**src/hdl/afd_pkg.sv**
```systemverilog
`timescale 1ns / 1ps

package afd_pkg;

	// Field widths
	localparam int ACC_W   = 16;               // one acceleration axis
	localparam int TIME_W  = 32;               // millisecond timestamp
	localparam int LVL_W   = 15;               // level registers
	localparam int WIN_W   = 16;               // impact window register
	localparam int K_W     = 12;               // tilt gain, Q8
	localparam int SQ_W    = 2 * ACC_W;        // one square, also sum of squares
	localparam int KP_W    = SQ_W + K_W;       // gain times a sum of squares
	localparam int Q8_SH   = 8;                // fraction bits of the tilt gain

	// Stream payload widths
	localparam int S_TDATA_W = 3 * ACC_W + TIME_W;
	localparam int M_TDATA_W = 8;

	// Configuration port
	localparam int CFG_IDX_W  = 8;
	localparam int CFG_DATA_W = 16;

	localparam logic [CFG_IDX_W-1:0] REG_FREE_FALL_LEVEL  = 8'd0;
	localparam logic [CFG_IDX_W-1:0] REG_IMPACT_LEVEL     = 8'd1;
	localparam logic [CFG_IDX_W-1:0] REG_IMPACT_WINDOW_MS = 8'd2;
	localparam logic [CFG_IDX_W-1:0] REG_TILT_TAN_SQ_Q8   = 8'd3;

	// Register reset values
	localparam logic [LVL_W-1:0] FREE_FALL_LEVEL_RST  = 15'd1254;  // 4.9 m/s^2
	localparam logic [LVL_W-1:0] IMPACT_LEVEL_RST     = 15'd4762;  // 18.6 m/s^2
	localparam logic [WIN_W-1:0] IMPACT_WINDOW_MS_RST = 16'd1000;
	localparam logic [K_W-1:0]   TILT_TAN_SQ_Q8_RST   = 12'd364;   // tan^2(50 deg)

	// Compare outcomes handed to the decision stage
	typedef struct packed {
		logic free_fall;
		logic impact;
		logic tilt_ok;
	} cmp_t;

	// Decision for the current sample
	typedef struct packed {
		logic fall;
		logic armed;
	} res_t;

	// Magnitude of a two's complement axis value; -32768 maps to 32768
	function automatic logic [ACC_W-1:0] abs_acc(input logic [ACC_W-1:0] v);
		logic [ACC_W-1:0] r;
		r = v[ACC_W-1] ? ACC_W'(~v + 1'b1) : v;
		return r;
	endfunction

endpackage

```
**src/hdl/accel_fall_detector_core.sv**
```systemverilog
`timescale 1ns / 1ps

// Accelerometer fall detector. Each input beat carries one x/y/z sample
// (signed, 1/256 m/s^2) and a millisecond timestamp; each produces exactly
// one output beat with fall_detected and the armed flag after that sample.
// All tests work on exact squares, so no square root or angle is formed:
// free fall is x^2+y^2+z^2 < L^2, impact is x^2+y^2+z^2 > I^2, and the
// tilt test is 256x^2 > k(y^2+z^2), or z < 0, or 256y^2 > k z^2.
// Flow: a sample is accepted only when the core is idle, so the core
// takes no new sample until the result of the last one is committed.
// The work runs on shift-add multiplier lanes: first the five 16x16
// squares (three axes and the two levels, run side by side), then the
// sum of squares, then the two tilt gain products, and last the
// compare and the commit into the output register.
// While a result beat waits on the output, the next sample is still
// accepted and worked; only its final commit waits for the output slot.
// Configuration writes are always ready and should be issued while idle.
module accel_fall_detector_core (
	input  logic                              clk,
	input  logic                              arst_n,

	// Sample stream; tdata from bit 0: accel_x, accel_y, accel_z, time_ms
	input  logic                              s_axis_tvalid,
	output logic                              s_axis_tready,
	input  logic [afd_pkg::S_TDATA_W-1:0]     s_axis_tdata,

	// Result stream; tdata from bit 0: fall_detected, free_fall_armed, zeros
	output logic                              m_axis_tvalid,
	input  logic                              m_axis_tready,
	output logic [afd_pkg::M_TDATA_W-1:0]     m_axis_tdata,

	// Register write channel
	input  logic                              cfg_valid,
	output logic                              cfg_ready,
	input  logic [afd_pkg::CFG_IDX_W-1:0]     cfg_index,
	input  logic [afd_pkg::CFG_DATA_W-1:0]    cfg_data
);

	localparam int ACC_W  = afd_pkg::ACC_W;
	localparam int SQ_W   = afd_pkg::SQ_W;
	localparam int K_W    = afd_pkg::K_W;
	localparam int KP_W   = afd_pkg::KP_W;
	localparam int TIME_W = afd_pkg::TIME_W;
	localparam int LVL_W  = afd_pkg::LVL_W;
	localparam int WIN_W  = afd_pkg::WIN_W;

	typedef enum logic [2:0] {
		ST_IDLE,
		ST_SQ,
		ST_SUM,
		ST_KM,
		ST_EVAL,
		ST_OUT
	} state_t;

	state_t st_q;

	// Configuration registers
	logic [LVL_W-1:0] ff_level_q;
	logic [LVL_W-1:0] imp_level_q;
	logic [WIN_W-1:0] window_q;
	logic [K_W-1:0]   tilt_k_q;

	// Per-sample operands
	logic [TIME_W-1:0] now_q;
	logic              z_neg_q;
	logic [SQ_W-1:0]   m2_q;
	afd_pkg::cmp_t     cmp_q;

	logic                                m_tvalid_q;
	logic [afd_pkg::M_TDATA_W-1:0]       m_tdata_q;

	logic s_acc;
	logic commit;
	logic ph2_start;

	logic [ACC_W-1:0] ax_abs;
	logic [ACC_W-1:0] ay_abs;
	logic [ACC_W-1:0] az_abs;

	logic            dn_x, dn_y, dn_z, dn_ff, dn_im, dn_ks, dn_kz;
	logic            sq_done, km_done;
	logic [SQ_W-1:0] x2, y2, z2, ff2, im2;
	logic [SQ_W-1:0] s_yz;
	logic [KP_W-1:0] k_s_yz, k_z2;
	logic [KP_W-1:0] x2_q8, y2_q8;
	afd_pkg::cmp_t   cmp_d;
	afd_pkg::res_t   res;

	assign s_axis_tready = (st_q == ST_IDLE);
	assign s_acc         = s_axis_tvalid && s_axis_tready;
	assign cfg_ready     = 1'b1;

	// Commit the decision once the output slot is free or being drained
	assign commit    = (st_q == ST_OUT) && (!m_tvalid_q || m_axis_tready);
	assign ph2_start = (st_q == ST_SUM);

	assign ax_abs = afd_pkg::abs_acc(s_axis_tdata[ACC_W-1:0]);
	assign ay_abs = afd_pkg::abs_acc(s_axis_tdata[2*ACC_W-1:ACC_W]);
	assign az_abs = afd_pkg::abs_acc(s_axis_tdata[3*ACC_W-1:2*ACC_W]);

	// Register writes; mask each value to its register width, drop unknown indexes
	always_ff @(posedge clk or negedge arst_n) begin
		if (!arst_n) begin
			ff_level_q  <= afd_pkg::FREE_FALL_LEVEL_RST;
			imp_level_q <= afd_pkg::IMPACT_LEVEL_RST;
			window_q    <= afd_pkg::IMPACT_WINDOW_MS_RST;
			tilt_k_q    <= afd_pkg::TILT_TAN_SQ_Q8_RST;
		end else if (cfg_valid && cfg_ready) begin
			case (cfg_index)
				afd_pkg::REG_FREE_FALL_LEVEL:  ff_level_q  <= cfg_data[LVL_W-1:0];
				afd_pkg::REG_IMPACT_LEVEL:     imp_level_q <= cfg_data[LVL_W-1:0];
				afd_pkg::REG_IMPACT_WINDOW_MS: window_q    <= cfg_data[WIN_W-1:0];
				afd_pkg::REG_TILT_TAN_SQ_Q8:   tilt_k_q    <= cfg_data[K_W-1:0];
				default: ;
			endcase
		end
	end

	// Phase one: five squares side by side
	afd_smul #(.A_W(ACC_W), .B_W(ACC_W)) u_sq_x (
		.clk(clk), .arst_n(arst_n), .start(s_acc),
		.a(ax_abs), .b(ax_abs), .done(dn_x), .prod(x2)
	);
	afd_smul #(.A_W(ACC_W), .B_W(ACC_W)) u_sq_y (
		.clk(clk), .arst_n(arst_n), .start(s_acc),
		.a(ay_abs), .b(ay_abs), .done(dn_y), .prod(y2)
	);
	afd_smul #(.A_W(ACC_W), .B_W(ACC_W)) u_sq_z (
		.clk(clk), .arst_n(arst_n), .start(s_acc),
		.a(az_abs), .b(az_abs), .done(dn_z), .prod(z2)
	);
	afd_smul #(.A_W(ACC_W), .B_W(ACC_W)) u_sq_ff (
		.clk(clk), .arst_n(arst_n), .start(s_acc),
		.a({1'b0, ff_level_q}), .b({1'b0, ff_level_q}), .done(dn_ff), .prod(ff2)
	);
	afd_smul #(.A_W(ACC_W), .B_W(ACC_W)) u_sq_im (
		.clk(clk), .arst_n(arst_n), .start(s_acc),
		.a({1'b0, imp_level_q}), .b({1'b0, imp_level_q}), .done(dn_im), .prod(im2)
	);

	assign sq_done = dn_x & dn_y & dn_z & dn_ff & dn_im;

	// Phase two: tilt gain times y^2+z^2 and times z^2
	assign s_yz = y2 + z2;

	afd_smul #(.A_W(SQ_W), .B_W(K_W)) u_k_syz (
		.clk(clk), .arst_n(arst_n), .start(ph2_start),
		.a(s_yz), .b(tilt_k_q), .done(dn_ks), .prod(k_s_yz)
	);
	afd_smul #(.A_W(SQ_W), .B_W(K_W)) u_k_z2 (
		.clk(clk), .arst_n(arst_n), .start(ph2_start),
		.a(z2), .b(tilt_k_q), .done(dn_kz), .prod(k_z2)
	);

	assign km_done = dn_ks & dn_kz;

	// Squares scaled by 256 to meet the Q8 gain
	assign x2_q8 = {{(KP_W - SQ_W - afd_pkg::Q8_SH){1'b0}}, x2, {afd_pkg::Q8_SH{1'b0}}};
	assign y2_q8 = {{(KP_W - SQ_W - afd_pkg::Q8_SH){1'b0}}, y2, {afd_pkg::Q8_SH{1'b0}}};

	assign cmp_d.free_fall = (m2_q < ff2);
	assign cmp_d.impact    = (m2_q > im2);
	assign cmp_d.tilt_ok   = (x2_q8 > k_s_yz) || z_neg_q || (y2_q8 > k_z2);

	// Hold sample payload: timestamp and z sign at accept, sums and compares later
	always_ff @(posedge clk) begin
		if (s_acc) begin
			now_q   <= s_axis_tdata[3*ACC_W+TIME_W-1:3*ACC_W];
			z_neg_q <= s_axis_tdata[3*ACC_W-1];
		end
		if (ph2_start) begin
			m2_q <= x2 + s_yz;
		end
		if (st_q == ST_EVAL) begin
			cmp_q <= cmp_d;
		end
	end

	afd_eval u_eval (
		.clk(clk),
		.arst_n(arst_n),
		.commit(commit),
		.cmp(cmp_q),
		.now(now_q),
		.window(window_q),
		.res(res)
	);

	// Sequencer and output register
	always_ff @(posedge clk or negedge arst_n) begin
		if (!arst_n) begin
			st_q       <= ST_IDLE;
			m_tvalid_q <= 1'b0;
			m_tdata_q  <= '0;
		end else begin
			if (commit) begin
				m_tvalid_q <= 1'b1;
				m_tdata_q  <= {{(afd_pkg::M_TDATA_W - 2){1'b0}}, res.armed, res.fall};
			end else if (m_axis_tready) begin
				m_tvalid_q <= 1'b0;
			end
			case (st_q)
				ST_IDLE: if (s_acc)   st_q <= ST_SQ;
				ST_SQ:   if (sq_done) st_q <= ST_SUM;
				ST_SUM:               st_q <= ST_KM;
				ST_KM:   if (km_done) st_q <= ST_EVAL;
				ST_EVAL:              st_q <= ST_OUT;
				ST_OUT:  if (commit)  st_q <= ST_IDLE;
				default:              st_q <= ST_IDLE;
			endcase
		end
	end

	assign m_axis_tvalid = m_tvalid_q;
	assign m_axis_tdata  = m_tdata_q;

	// Square lanes finish only while the sequencer waits on them
	a_sq_done_in_sq: assert property (@(posedge clk) disable iff (!arst_n)
		sq_done |-> (st_q == ST_SQ))
		else $error("square lanes finished outside the square phase");

	// Gain lanes finish only while the sequencer waits on them
	a_km_done_in_km: assert property (@(posedge clk) disable iff (!arst_n)
		km_done |-> (st_q == ST_KM))
		else $error("gain lanes finished outside the gain phase");

	// A committed decision shows on the output next cycle
	a_commit_shows: assert property (@(posedge clk) disable iff (!arst_n)
		commit |=> m_axis_tvalid)
		else $error("committed result not presented");

	// A fall leaves the detector armed
	a_fall_armed: assert property (@(posedge clk) disable iff (!arst_n)
		m_axis_tvalid |-> (!m_axis_tdata[0] || m_axis_tdata[1]))
		else $error("fall reported with detector disarmed");

	// No sample enters while the previous one is still being worked
	a_no_overlap: assert property (@(posedge clk) disable iff (!arst_n)
		s_acc |=> (st_q == ST_SQ))
		else $error("sample accepted without entering the square phase");

endmodule

```
**src/hdl/afd_smul.sv**
```systemverilog
`timescale 1ns / 1ps

// Shift-add multiplier lane: one multiplier bit per cycle, LSB first.
module afd_smul #(
	parameter int A_W = afd_pkg::ACC_W,
	parameter int B_W = afd_pkg::ACC_W
) (
	input  logic               clk,
	input  logic               arst_n,
	input  logic               start,
	input  logic [A_W-1:0]     a,
	input  logic [B_W-1:0]     b,
	output logic               done,
	output logic [A_W+B_W-1:0] prod
);

	localparam int CNT_W = $clog2(B_W + 1);

	logic               run_q;
	logic               done_q;
	logic [CNT_W-1:0]   cnt_q;
	logic [A_W-1:0]     a_q;
	logic [A_W+B_W-1:0] prod_q;
	logic [A_W:0]       sum;

	// Add the multiplicand into the high half when the current bit is set
	assign sum = {1'b0, prod_q[A_W+B_W-1:B_W]} + (prod_q[0] ? {1'b0, a_q} : '0);

	always_ff @(posedge clk or negedge arst_n) begin
		if (!arst_n) begin
			run_q  <= 1'b0;
			done_q <= 1'b0;
			cnt_q  <= '0;
		end else if (start) begin
			run_q  <= 1'b1;
			done_q <= 1'b0;
			cnt_q  <= '0;
		end else if (run_q) begin
			cnt_q <= cnt_q + 1'b1;
			if (cnt_q == CNT_W'(B_W - 1)) begin
				run_q  <= 1'b0;
				done_q <= 1'b1;
			end
		end else begin
			done_q <= 1'b0;
		end
	end

	always_ff @(posedge clk) begin
		if (start) begin
			a_q    <= a;
			prod_q <= {{A_W{1'b0}}, b};
		end else if (run_q) begin
			prod_q <= {sum, prod_q[B_W-1:1]};
		end
	end

	assign done = done_q;
	assign prod = prod_q;

endmodule

```
**src/hdl/afd_eval.sv**
```systemverilog
`timescale 1ns / 1ps

// Arm / impact / timeout decision and the detector state.
module afd_eval (
	input  logic                        clk,
	input  logic                        arst_n,
	input  logic                        commit,
	input  afd_pkg::cmp_t               cmp,
	input  logic [afd_pkg::TIME_W-1:0]  now,
	input  logic [afd_pkg::WIN_W-1:0]   window,
	output afd_pkg::res_t               res
);

	logic                       armed_q;
	logic [afd_pkg::TIME_W-1:0] start_q;
	logic                       armed_d;
	logic [afd_pkg::TIME_W-1:0] start_d;
	logic [afd_pkg::TIME_W-1:0] elapsed;
	logic                       fall;

	// Wrapping difference since arming
	assign elapsed = now - start_q;

	always_comb begin
		fall    = 1'b0;
		armed_d = armed_q;
		start_d = start_q;
		if (!armed_q) begin
			if (cmp.free_fall) begin
				armed_d = 1'b1;
				start_d = now;
			end
		end else if (cmp.impact) begin
			if (cmp.tilt_ok) begin
				fall = 1'b1;
			end else begin
				armed_d = 1'b0;
			end
		end else if (elapsed > {{(afd_pkg::TIME_W - afd_pkg::WIN_W){1'b0}}, window}) begin
			armed_d = 1'b0;
		end
	end

	always_ff @(posedge clk or negedge arst_n) begin
		if (!arst_n) begin
			armed_q <= 1'b0;
			start_q <= '0;
		end else if (commit) begin
			armed_q <= armed_d;
			start_q <= start_d;
		end
	end

	assign res.fall  = fall;
	assign res.armed = armed_d;

endmodule

```
**config.mk**
```make
export PLATFORM = sky130hd
export DESIGN_NAME = accel_fall_detector_core
export DESIGN_NICKNAME = d
export VERILOG_FILES = /design/src/hdl/afd_pkg.sv /design/src/hdl/accel_fall_detector_core.sv /design/src/hdl/afd_smul.sv /design/src/hdl/afd_eval.sv
export SDC_FILE = /design/constraint.sdc
export NUM_CORES = 2
export LEC_CHECK = 0
export BUFFER_PORTS_ARGS = -buffer_cell sky130_fd_sc_hd__buf_2
export CAP_MARGIN = 20
export CORE_MARGIN = 5
export CORE_UTILIZATION = 55
export DETAILED_ROUTE_END_ITERATION = 12
export GPL_TIMING_DRIVEN = 0
export PLACE_DENSITY = 0.78
export SETUP_SLACK_MARGIN = 0.3
export SYNTH_ARGS = -nofsm -noshare
export SYNTH_HDL_FRONTEND = slang
export SYNTH_SLANG_ARGS = --single-unit
```
**constraint.sdc**
```tcl
create_clock -name clk -period 6.8 [get_ports clk]
set_input_delay 0.34 -clock clk [delete_from_list [all_inputs] [get_ports clk]]
set_output_delay 0.34 -clock clk [all_outputs]
set_load 0.05 [all_outputs]
```
==> reports/results.ini <==
[run_status]
status=complete, no violations

[global_routing]
antenna_found_initial=2
grt_pass1_wl_microns=154700
grt_pass1_vias=28541
grt_usage_pct=26.50
grt_max_degree=110
grt-ovfl-total=0

[sta]
rsz0062_at_grt=false
hold_slack_ns=0.02460
finClkSkew_ns=0.02650
worst_pin_slew_ns=1.196
setup_viol=0
hold_viol_final=0
slew_violations=0
timing.slew.headroom_pct=20.30
period_needed_ns=5.840
period_share_pct=85.89
fmax_ghz=0.1712

[synthesis]
synth_edf_count=312
synth-seq-area-share_pct=42.26
synth_flop_cell=edfxtp_1
async_reset_ff_share_pct=23.79
netlist_area_sq_mm=0.03762
synth_cells=3846
synth_warnings=0
synth_area_per_cell_sq_um=9.782
ys_ff_latch=601
ys_types=86

[floorplanning]
die_x_microns=271.5
initial_core_util_pct=55.72
rows=95
core_sq_mm=0.06751
num_io_pins=120
die_y_microns=271.5
die_area_sq_mm=0.07373

[min_path]
hp-class=in2reg
min-delay-start=s_axis_tdata[32]

[setup_path]
worst_ep_arrival_time_ns=6.18
worstPathCellList=ha_1 > inv_1 > fa_1 > nor2b_1 > o21a_1 > o21ai_0 > o2111ai_1 > a31oi_2 > o31ai_1 > nor4_2 > nor2_1 > xor2_1 > ha_1 > a211o_1 > a2111oi_1 > o41ai_1 > a21o_1 > a21oi_1 > xnor2_1
start_kind=register
cpPeakStageDelay_ns=0.63
path_buf_inv=1
crit_slowest_cell=o31ai_1
required_ns=7.14
critical_path_class=reg2reg
cpMostUsedCell=ha_1
crit_path_start=u_sq_z.prod[0]
critical-path-top-delay-family=compound AO/OA/AOI/OAI gates
cp-end-kind=register
r2r_start=u_sq_z.prod[0]
crit_path_max_fanout=9

[power]
ir_drop_mv=0.4460
p_leak_nw=18.68
power_density_mw_per_mm2=470.5

[cts]
cts_buffer_depth=3
htreeDepth=3
clk_latency_ns=0.61
postCtsResizedCells=0
clock-sinks=601
cts_tree=built
clockRootBuffer=clkbuf_16
clk_pin_slew_ns=0.06
cts_buffers=67

[layout]
area_delta_synth_final_pct=11.84
fill_cells=5493
nNetsFinal=4587
drive_above_1_share_pct=9.060
fin_util_pct=62.32

[placement]
gp_congestion=0.9520
hpwl_microns=76830
portBuffers=112

[routing]
vias=29483
drc=0
routed_wl_microns=100700
wl_per_cell_microns=20.12
dr.pass1.iters=6
drt_iter0_drc=2477
antenna_left=0
vias_per_cell=5.893

[flow_run]
max_cap_violations=0

## logic make-up (layout without fill, tap and decap cells)
family | count (synthesis) | in the layout | synth area share [%]
simple gates | 1205 | 1205 | 15.27
fa+ha+maj | 403 | 403 | 13.60
xor+xnor | 239 | 239 | 5.564
buf+inv | 385 | 662 | 3.964
other cells | 2 | 9 | 0.01996
mux | 186 | 186 | 5.208
compound gates | 825 | 825 | 14.11
flops | 601 | 601 | 42.26
## synthesized netlist by cell type, drive strengths merged, types with 44 or more instances
| cell type | n | area (sq um) |
|---|---|---|
| and2 | 148 | 925.9 |
| nor2 | 303 | 1137 |
| a21o | 122 | 917.1 |
| edfxtp | 312 | 9369 |
| xnor2 | 164 | 1436 |
| dfxtp | 146 | 2923 |
| a211oi | 46 | 360.4 |
| ha | 393 | 4917 |
| nor3 | 60 | 300.3 |
| inv | 274 | 1028 |
| mux2i | 108 | 1081 |
| o21ai | 215 | 1076 |
| clkbuf | 79 | 296.5 |
| dfrtp | 120 | 3003 |
| nand3 | 44 | 220.2 |
| a21oi | 217 | 1097 |
| nor2b | 51 | 319.1 |
| mux2 | 78 | 878.3 |
| xor2 | 75 | 656.9 |
| nand4 | 54 | 337.8 |
| nand2 | 396 | 1486 |
## through the flow
step	cell area [sq um]	std cells	total power, W	setup slack [ns]	TNS (ns)
final	42080	5003	0.01979	0.9596	0
after global routing	42070	5001	0.02107	0.6549	0
after CTS	42070	5001	0.01967	1.087	0
after detailed placement	39450	4842	0.01583	1.139	0
after global placement	39290	4836	0.01557	-1.341	-154.99
after floorplan	37640	3851	0.01304	0.8472	0
## repair_timing
action	4_1_cts	5_1_grt
setup buffers	0	0
hold endpoints to repair	70	0
hold buffers	37	0
## worst paths after layout
kind / endpoint / slack [ns] / cells after the start
max in group asynchronous: u_eval.start_q[25] / 5.60 / 3
worst max register to register: m2_q[30] / 0.96 / 19
worst min register to register: u_sq_im.prod[31] / 0.47 / 1
worst max-delay path: m2_q[30] / 0.96 / 19
worst min-delay path: u_sq_z.a_q[0] / 0.02 / 1
min in group asynchronous: u_sq_im.cnt_q[4] / 0.23 / 2
## worst reg2reg max path, cell delays in order, from the launching register on
cell and delay, ns:
edfxtp_1 0.58, ha_1 0.24, inv_1 0.06, fa_1 0.39
nor2b_1 0.13, o21a_1 0.14, o21ai_0 0.16, o2111ai_1 0.32
a31oi_2 0.22, o31ai_1 0.63, nor4_2 0.13, nor2_1 0.15
xor2_1 0.47, ha_1 0.42, a211o_1 0.31, a2111oi_1 0.52
o41ai_1 0.23, a21o_1 0.21, a21oi_1 0.16, xnor2_1 0.10
## layout by cell type (no fill, tap or decap), types with 15 or more instances in the layout
master,synthesis,routed
nand2_1,396,396
ha_1,393,393
edfxtp_1,312,312
nor2_1,303,303
inv_1,274,274
a21oi_1,214,214
o21ai_0,211,211
xnor2_1,164,164
and2_1,148,148
dfxtp_1,146,146
a21o_1,121,121
dfrtp_1,120,120
buf_2,1,112
mux2i_1,108,108
clkbuf_1,79,87
mux2_2,78,78
xor2_1,75,75
clkbuf_16,0,71
nor3_1,60,60
nand4_1,54,54
nor2b_1,51,51
nand3_1,44,44
a211oi_1,43,43
dlygate4sd3_1,0,37
nand2b_1,36,36
o21a_1,32,32
o21bai_1,29,29
or3_1,24,24
and3_1,23,23
dfstp_2,23,23
o31ai_1,21,21
a31oi_1,20,20
buf_1,15,15
## report_power, final
group	internal [W]	leakage [nW]	switching, W
Sequential	0.00515	5.96	0.000823
Clock	0.00222	1.10	0.00151
Combinational	0.00410	11.6	0.00599
Total	0.0115	18.7	0.00832
## final cells by class
cell class | instances | area [sq um] | share of cell area (%)
multi-input combinational | 2865 | 20250 | 48.13
sequential | 601 | 15900 | 37.79
clock buffer | 93 | 1973 | 4.690
tap | 873 | 1092 | 2.596
timing repair buffer | 155 | 1081 | 2.569
inverter | 280 | 1051 | 2.498
buffer | 105 | 447.9 | 1.065
clock inverter | 29 | 275.3 | 0.6542
antenna | 2 | 5.005 | 0.01189
## metal layers
metal,track usage (%),vias to the layer above,wire (microns)
met5,0,-,0
met2,44.90,985,47490
met1,34.28,14077,41430
li1,-,14172,-
met3,3.744,249,7057
met4,11.04,0,4680
Power figures use the tool's default switching activity.
